### config.mk
export PLATFORM = sky130hd
export DESIGN_NAME = cstt_front
export DESIGN_NICKNAME = d
export VERILOG_FILES = /design/src/cstt_pkg.sv /design/src/cstt_front.sv
export SDC_FILE = /design/constraint.sdc
export NUM_CORES = 1
export LEC_CHECK = 0
export ABC_AREA = 1
export BUFFER_PORTS_ARGS = -buffer_cell sky130_fd_sc_hd__buf_2
export CAP_MARGIN = 10
export CORE_AREA = 2 2 98 100
export DETAILED_ROUTE_END_ITERATION = 10
export DIE_AREA = 0 0 100 102
export PLACE_DENSITY_LB_ADDON = 0.08
export SLEW_MARGIN = 20
export SYNTH_ARGS = -nofsm -noshare
export SYNTH_HDL_FRONTEND = slang
export SYNTH_SLANG_ARGS = --single-unit
### constraint.sdc
create_clock -name vclk -period 0.8
set_input_delay 0 -clock vclk [all_inputs]
set_output_delay 0 -clock vclk [all_outputs]
set_load 0.02 [all_outputs]
### src/cstt_pkg.sv
// types and constants shared by the call stack trace tracker modules
package cstt_pkg;

    // one retired-instruction record
    typedef struct packed {
        logic [63:0] cycle;
        logic [39:0] iaddr;
        logic        resolved;
        logic [15:0] func_id;
        logic        call_site;
        logic        fn_entry;
        logic        in_asm_seq;
    } rec_t;

    // one region event
    typedef struct packed {
        logic [1:0]  event_kind;
        logic [15:0] region_func;
        logic        region_user;
        logic [63:0] open_cyc;
        logic [63:0] close_cyc;
        logic [5:0]  depth;
        logic [39:0] warn_addr;
        logic        last;
    } evt_t;

    // classified command handed from front to back
    typedef struct packed {
        logic [63:0] cycle;
        logic [39:0] iaddr;
        logic        user;
        logic [15:0] func;
        logic        asm_flag;
        logic        unwind;
    } cmd_t;

    // one shadow stack entry
    typedef struct packed {
        logic [15:0] func;
        logic        user;
        logic        asm_flag;
        logic [63:0] open_cyc;
        logic [63:0] close_cyc;
    } entry_t;

    localparam logic [1:0] EV_ENTER    = 2'd0;
    localparam logic [1:0] EV_EXIT     = 2'd1;
    localparam logic [1:0] EV_ZEROED   = 2'd2;
    localparam logic [1:0] EV_OVERFLOW = 2'd3;

    typedef enum logic [2:0] {
        S_IDLE,
        S_EVAL,
        S_POP1,
        S_POP2,
        S_PUSH,
        S_WARN
    } state_t;

    typedef enum logic [1:0] {
        PM_FULL,
        PM_USER,
        PM_UNWIND,
        PM_SWAP
    } pop_mode_t;

endpackage

### src/cstt_front.sv
// front end: accepts records and classifies them into commands
module cstt_front (
    input  logic            rec_valid,
    output logic            rec_stall,
    input  cstt_pkg::rec_t  rec,
    input  logic            q_full,
    output logic            q_push,
    output cstt_pkg::cmd_t  q_data
);

    // accept whenever the queue has room
    assign rec_stall = q_full;
    assign q_push    = rec_valid && !q_full;

    // classify the record
    always_comb
    begin
        q_data.cycle     = rec.cycle;
        q_data.iaddr     = rec.iaddr;
        q_data.user      = !rec.resolved;
        q_data.func      = rec.resolved ? rec.func_id : 16'd0;
        q_data.asm_flag  = rec.resolved && rec.in_asm_seq;
        q_data.unwind    = rec.call_site || !rec.fn_entry;
    end

endmodule

==> metrics.md <==
| Metric | Value |
|---|---|
| Critical-path top delay cell | `buf_2` |
| CP Buf/Inv Count | `4` |
| Share of layout cells above drive strength 1 | `0.548` |
| Worst-Margin Slew | `0.151 ns` |
| Cell mode on critical path | `buf_2` |
| Endpoints failing setup | `0` |
| Fin. max-slew vios | `0` |
| TNS Setup | `0 ns` |
| Global-route wire length before repair | `2230 µm` |
| Post-Syn Area per Cell | `6.63 µm²` |
| Post-Syn Area | `968 µm²` |
| Routed WL per cell | `9.34 µm` |
| PwrDens | `469 mW/mm²` |
| P_sw | `0.145 mW` |
| Max Cap Viol | `0` |
| Total GRT Usage | `0.0278` |
| Top delay family on crit path | `buffers and inverters` |
| Core box area | `0.00911 mm²` |
| Cell taking the most area after synthesis | `buf_4` |
| Die span in x | `100 µm` |
| Mapped Nets | `272` |
| Switching Fraction | `0.582` |
| Pre-Repair DR Iteration Count | `2` |
| Design area | `531 µm²` |
| IR drop worst, VDD | `0.0914 mV` |
| Synth top cells by count | `105 x buf_4, 20 x inv_1, 17 x nand2_1` |
| # rows | `35` |
| # DRC | `0` |
| DRT iter0 DRCs | `1` |
| Worst setup EP type | `primary output` |
| Post-DRT Antenna Nets | `0` |
| RD Place Congestion | `0.614` |
| Worst path arrival time | `0.57 ns` |
| Chip height | `102 µm` |
| RSZ-0062 raised after global routing | `false` |
| Initial antenna violation count | `0` |
| Ant. Diodes | `0` |
| Final sequential cell count | `0` |
| Internal power | `0.104 mW` |
| Estimated wirelength of the detail-placed design | `1560 µm` |
| Relative slew slack | `0.899` |
| Clock buffer cells | `0` |
| CP max FO | `10` |
| DR vias/cell | `2.56` |
| Main area contributors after synthesis | `buf_4 81%, inv_1 7.8%, nand2_1 6.6%` |
| Largest net degree at the start of global routing | `11` |
| Startpoint types | `input pin` |
| YS warnings | `0` |
| Area share of the largest cell type after synthesis | `0.814` |
| Tcrit/Tclk final | `0.712` |
| Slowest Stage Delay on Critical Path | `0.17 ns` |
| Grt ovf | `0` |
| Status | `finished clean` |
| Power share of the combinational group | `1.000` |
| Post-synth cell types | `7` |
| Storage cell area | `0 µm²` |
| Worst Path Required | `0.80 ns` |
| Fin. Hold Viols | `0` |
| Ordered list of cells on the worst path | `buf_2 > buf_12 > nand2_1 > inv_1 > buf_2` |
| Cells after Synth | `146` |
| Die ar. | `0.0102 mm²` |
| Vias in the first global route | `458` |
| DRT Wirelength | `1820 µm` |
| Top-count cell post-synth | `buf_4` |
| Final #Nets | `212` |
| Reg power frac | `0` |
| Clk network pwr share | `0` |
| Post-CTS sizing | `0` |
| Post-CTS Setup Inserts | `0` |
| Initial core utilization | `0.106` |
| Max Clk Rate | `1.76 GHz` |
| Hold_buf cts | `0` |
| Crit path kind | `input pin to primary output` |
| Leakage | `0.388 nW` |
| Routed via count | `500` |
| Sequential area share after synthesis | `0` |
| Placed cell area | `531 µm²` |
| Period minus WS final | `0.570 ns` |
| # port buffers | `43` |
| Num ports | `251` |
| Area Overhead vs Synth | `-45.2%` |
| Hold WC Path Type | `input pin to primary output` |
## through the flow
step / hold slack [ns] / cells / total power [mW] / worst slack (ns) / util
after floorplan: 0.0798 / 146 / 0.901 / 0.407 / -
after global placement: 0.000137 / 195 / 0.260 / 0.215 / 0.0582
after detailed placement: 0.000137 / 195 / 0.255 / 0.204 / 0.0582
after CTS: 0.000137 / 195 / 0.256 / 0.202 / 0.0582
after global routing: 0.0000293 / 195 / 0.274 / 0.159 / 0.0582
final: 0.00000777 / 195 / 0.249 / 0.230 / 0.0582
## placed cells by master, fill, tap and decap left out, drive strengths merged
master and n:
nand2 18, inv 20, buf 45, nor2 1
## routing by layer
layer  GRT usage  share of wire
met2      0.0400           0.35
met1      0.0160           0.22
met3      0.0157           0.25
met4      0.0580           0.19
met5           0              0
## power groups by stage
stage / logic [mW] / clock network (mW) / registers (mW)
floorplan: 0.901 / 0 / 0
global placement: 0.260 / 0 / 0
detailed placement: 0.255 / 0 / 0
CTS: 0.256 / 0 / 0
global route: 0.274 / 0 / 0
finish: 0.249 / 0 / 0
## path summary, 6_finish.rpt
check	slack, ns	startpoint	cells past startpoint	end
max	0.23	rec[19]	5	q_data[10]
min	0.000008	rec[31]	0	q_data[30]
## kinds of logic (layout without fill, tap and decap cells)
| family | after synthesis | in the layout | share of synthesized area |
|---|---|---|---|
| AND/OR/NAND/NOR | 19 | 19 | 0.0762 |
| buffers and inverters | 127 | 65 | 0.924 |
## cell type report
class / instances / area [µm²]
inverter: 20 / 75.1
tap: 111 / 139
timing repair buffer: 45 / 243
multi-input combinational: 19 / 73.8
fill: 1103 / 8580
Note: power is estimated with default switching activity, not from simulation.
