<file path="src/cstt_pkg.sv">
// types and constants shared by the call stack trace tracker modules
package cstt_pkg;

    // one retired-instruction record
    typedef struct packed {
        logic [63:0] cycle;
        logic [39:0] iaddr;
        logic        resolved;
        logic [15:0] func_id;
        logic        call_site;
        logic        fn_entry;
        logic        in_asm_seq;
    } rec_t;

    // one region event
    typedef struct packed {
        logic [1:0]  event_kind;
        logic [15:0] region_func;
        logic        region_user;
        logic [63:0] open_cyc;
        logic [63:0] close_cyc;
        logic [5:0]  depth;
        logic [39:0] warn_addr;
        logic        last;
    } evt_t;

    // classified command handed from front to back
    typedef struct packed {
        logic [63:0] cycle;
        logic [39:0] iaddr;
        logic        user;
        logic [15:0] func;
        logic        asm_flag;
        logic        unwind;
    } cmd_t;

    // one shadow stack entry
    typedef struct packed {
        logic [15:0] func;
        logic        user;
        logic        asm_flag;
        logic [63:0] open_cyc;
        logic [63:0] close_cyc;
    } entry_t;

    localparam logic [1:0] EV_ENTER    = 2'd0;
    localparam logic [1:0] EV_EXIT     = 2'd1;
    localparam logic [1:0] EV_ZEROED   = 2'd2;
    localparam logic [1:0] EV_OVERFLOW = 2'd3;

    typedef enum logic [2:0] {
        S_IDLE,
        S_EVAL,
        S_POP1,
        S_POP2,
        S_PUSH,
        S_WARN
    } state_t;

    typedef enum logic [1:0] {
        PM_FULL,
        PM_USER,
        PM_UNWIND,
        PM_SWAP
    } pop_mode_t;

endpackage

</file>
<file path="src/cstt_queue.sv">
// two-entry command queue between front and back
module cstt_queue (
    input  logic            clk,
    input  logic            rst_n,
    input  logic            push,
    input  cstt_pkg::cmd_t  push_data,
    input  logic            pop,
    output logic            full,
    output logic            empty,
    output cstt_pkg::cmd_t  head
);

    cstt_pkg::cmd_t q_reg [2];
    logic       wr_ptr_reg, wr_ptr_next;
    logic       rd_ptr_reg, rd_ptr_next;
    logic [1:0] cnt_reg, cnt_next;

    assign full  = (cnt_reg == 2'd2);
    assign empty = (cnt_reg == 2'd0);
    assign head  = q_reg[rd_ptr_reg];

    // pointer and fill count update
    always_comb
    begin
        wr_ptr_next = wr_ptr_reg ^ push;
        rd_ptr_next = rd_ptr_reg ^ pop;
        cnt_next    = cnt_reg + {1'b0, push} - {1'b0, pop};
    end

    always_ff @(posedge clk or negedge rst_n)
    begin
        if (!rst_n)
        begin
            wr_ptr_reg <= 1'b0;
            rd_ptr_reg <= 1'b0;
            cnt_reg    <= 2'd0;
        end
        else
        begin
            wr_ptr_reg <= wr_ptr_next;
            rd_ptr_reg <= rd_ptr_next;
            cnt_reg    <= cnt_next;
        end
    end

    // payload storage
    always_ff @(posedge clk)
    begin
        if (push)
        begin
            q_reg[wr_ptr_reg] <= push_data;
        end
    end

endmodule

</file>
<file path="config.mk">
export PLATFORM = sky130hd
export DESIGN_NAME = cstt_queue
export DESIGN_NICKNAME = d
export VERILOG_FILES = /design/src/cstt_pkg.sv /design/src/cstt_queue.sv
export SDC_FILE = /design/constraint.sdc
export NUM_CORES = 1
export LEC_CHECK = 0
export ABC_AREA = 1
export BUFFER_PORTS_ARGS = -buffer_cell sky130_fd_sc_hd__buf_4
export CAP_MARGIN = 40
export CORE_MARGIN = 8
export CORE_UTILIZATION = 45
export CTS_BUF_LIST = sky130_fd_sc_hd__clkbuf_4 sky130_fd_sc_hd__clkbuf_8
export CTS_CLUSTER_DIAMETER = 120
export CTS_CLUSTER_SIZE = 10
export DETAILED_ROUTE_END_ITERATION = 10
export PLACE_DENSITY = 0.79
export REMOVE_ABC_BUFFERS = 1
export SYNTH_ARGS = -nofsm -noshare
export SYNTH_HDL_FRONTEND = slang
export SYNTH_SLANG_ARGS = --single-unit
</file>
<file path="constraint.sdc">
create_clock -name clk -period 3.5 [get_ports clk]
set_input_delay 0.175 -clock clk [delete_from_list [all_inputs] [get_ports clk]]
set_output_delay 0.175 -clock clk [all_outputs]
set_load 0.01 [all_outputs]
</file>
==> results.sh <==
export IMPL_place_congestion=0.748
export IMPL_num_vias=6342
export IMPL_synth_top_area_share_pct=79.6
export IMPL_numCtsBuffers=28
export IMPL_leakagePower_uw=0.00559
export IMPL_wirelength_um=22800
export IMPL_die_h_um=160
export IMPL_synth_seq_cells=250
export IMPL_synth_top_area_cell="edfxtp_1"
export IMPL_fin_nets=1186
export IMPL_h_tree_depth=1
export IMPL_root_buffer="clkbuf_8"
export IMPL_vias_per_cell=4.74
export IMPL_ant_nets=0
export IMPL_synth_ff_type="edfxtp_1"
export IMPL_fin_setup_tns_ps=0
export IMPL_num_rows=52
export IMPL_ioPinCount=252
export IMPL_grt_use_total_pct=16.9
export IMPL_max_freq_ghz=0.419
export IMPL_cts_sinks=250
export IMPL_syn_to_final_growth_pct=42.7
export IMPL_cts_max_path_buffers=3
export IMPL_timing_final_crit_share_pct=68.2
export IMPL_start_kind="flop"
export IMPL_status="completed"
export IMPL_final_core_util_pct=65.5
export IMPL_initial_core_util_pct=45.9
export IMPL_synth_compound_area_share_pct=6.63
export IMPL_fill_cells=1402
export IMPL_largest_register_ffs=246
export IMPL_dpl_hpwl_um=13700
export IMPL_drive_gt1_share_pct=28.4
export IMPL_synth_area_per_cell_um2=13.9
export IMPL_drc=0
export IMPL_firstDrtPassIters=5
export IMPL_worst_hold_path_type="in2reg"
export IMPL_synth_area_leaders="edfxtp_1 (80%), o21ai_0 (6.6%), inv_1 (5.3%), nand2_1 (5.2%), buf_2 (1.2%)"
export IMPL_synthMuxAreaShare_pct=0
export IMPL_seq_area_frac_synth_pct=80.6
export IMPL_synth_area_um2=9280
export IMPL_ctsResizeCount=0
export IMPL_timing_max_cap_violations=0
export IMPL_arrival_ps=2210
export IMPL_yosysUniqueCellTypes=12
export IMPL_multiInputGateArea_um2=1190
export IMPL_yosys_cell_count_top_type="edfxtp_1"
export IMPL_fin_ws_ps=1110
export IMPL_die_w_um=160
export IMPL_tightest_slew_ps=709
export IMPL_antenna_found_initial=2
export IMPL_grt_max_degree=82
export IMPL_endpoint_kind="primary output"
export IMPL_insertion_delay_ps=530
export IMPL_crit_type="reg2out"
export IMPL_synthTopCellsByCount="edfxtp_1 (246), inv_1 (130), nand2_1 (128)"
export IMPL_hold_ws_ps=367
export IMPL_synthXorXnorAreaFrac_pct=0.0943
export IMPL_synth_warnings=0
export IMPL_regArea_um2=7490
export IMPL_port_buffer_count=251
export IMPL_routedWlPerCell_um=17.0
export IMPL_synth_simple_gate_area_share_pct=5.31
export IMPL_core_um2=20200
export IMPL_synth_cells=666
export IMPL_slew_headroom_pct=52.7
export IMPL_synth_fa_ha_area_share_pct=0.539
export IMPL_initialDrtViolationCount=400
export IMPL_pre_cts_ws_ps=1670
export IMPL_crit_fanout=81
export IMPL_grt_pass1_vias=6724
export IMPL_maxSlewViolCount=0
export IMPL_setup_viol=0
export IMPL_dieArea_um2=25500
export IMPL_required_ps=3320
export IMPL_cts_tree="yes"
export IMPL_rsz0062_at_grt="no"
export IMPL_async_flop_share_pct=1.60
export IMPL_overflow=0
export IMPL_hold_viol=0
export IMPL_synth_edf_count=246
export IMPL_grt_first_pass_wirelength_um=34600
export IMPL_synth_top_family_by_area="buffers and inverters"
export IMPL_fin_skew_ps=12.1
export IMPL_power_density_nw_per_um2=701
export IMPL_vdd_ir_drop_max_uv=573
export IMPL_fin_crit_ps=2390
export IMPL_clk_pin_slew_ps=70
export IMPL_cts_post_setup_buffers_inserted=0
## report_power, final
group | switching [µW] | internal [µW] | total (µW)
clock | 918 | 877 | 1790
combinational | 1940 | 1400 | 3350
sequential | 170 | 3970 | 4140
total | 3030 | 6250 | 9290
## stage by stage
stage               total power (µW)  instances  area, µm²
floorplan                       5760        639       9140
detailed placement              7410       1168      11500
global route                    9810       1338      13200
CTS                             9330       1336      13200
finish                          9290       1338      13200
global placement                7330       1168      11500
## placed cells by master (no fill, tap or decap)
cell and instances:
buf_12 2, buf_4 257, clkbuf_4 12, clkbuf_8 29, dfrtp_1 3, dfrtp_4 1
diode_2 2, dlygate4sd3_1 127, edfxtp_1 246, ha_1 2, ha_4 2, inv_1 130
nand2_1 128, nand3_1 1, nor2_1 2, o21ai_0 123, xor2_1 1
## cell families (layout without fill, tap and decap cells)
family | count (synthesis) | in the layout
flip-flops | 250 | 250
AO/OA/AOI/OAI | 123 | 123
adder cells (fa/ha/maj) | 4 | 4
buffers and inverters | 157 | 557
XOR/XNOR | 1 | 1
AND/OR/NAND/NOR | 131 | 131
other | 0 | 2
## layout make-up
class,count,area share (%)
Timing Repair Buffer,386,24.5
Sequential cell,250,56.6
Multi-Input combinational cell,259,9.00
Clock buffer,41,3.69
Inverter,130,3.68
Tap cell,270,2.55
Antenna cell,2,0.0378
## metal layers
metal  global-route usage (%)  share of wire (%)
met2                     30.6                 52
met5                        0                  0
met4                     6.90                3.6
met3                     4.68                7.7
met1                     18.4                 37
## critical path: stages, from the launching register on
cell	delay [ps]
dfrtp_4	540
buf_4	590
o21ai_0	300
buf_4	210
## worst paths after layout
path	start	end	slack, ps	cells past startpoint
max	rd_ptr_reg	head[92]	1110	3
min	pop	rd_ptr_reg	370	3
max reg2reg	wr_ptr_reg	q_reg[0][4]	1760	3
min reg2reg	cnt_reg[1]	cnt_reg[1]	610	3
max in group asynchronous	rst_n	rd_ptr_reg	2760	3
min in group asynchronous	rst_n	cnt_reg[0]	540	3
## timing repair
| item | 4_1_cts | 5_1_grt |
|---|---|---|
| endpoints found under the hold margin | 253 | 0 |
| hold buffers | 127 | 0 |
| endpoints found under the setup margin | 0 | 0 |
No activity file was read; power rests on OpenSTA's default activity.
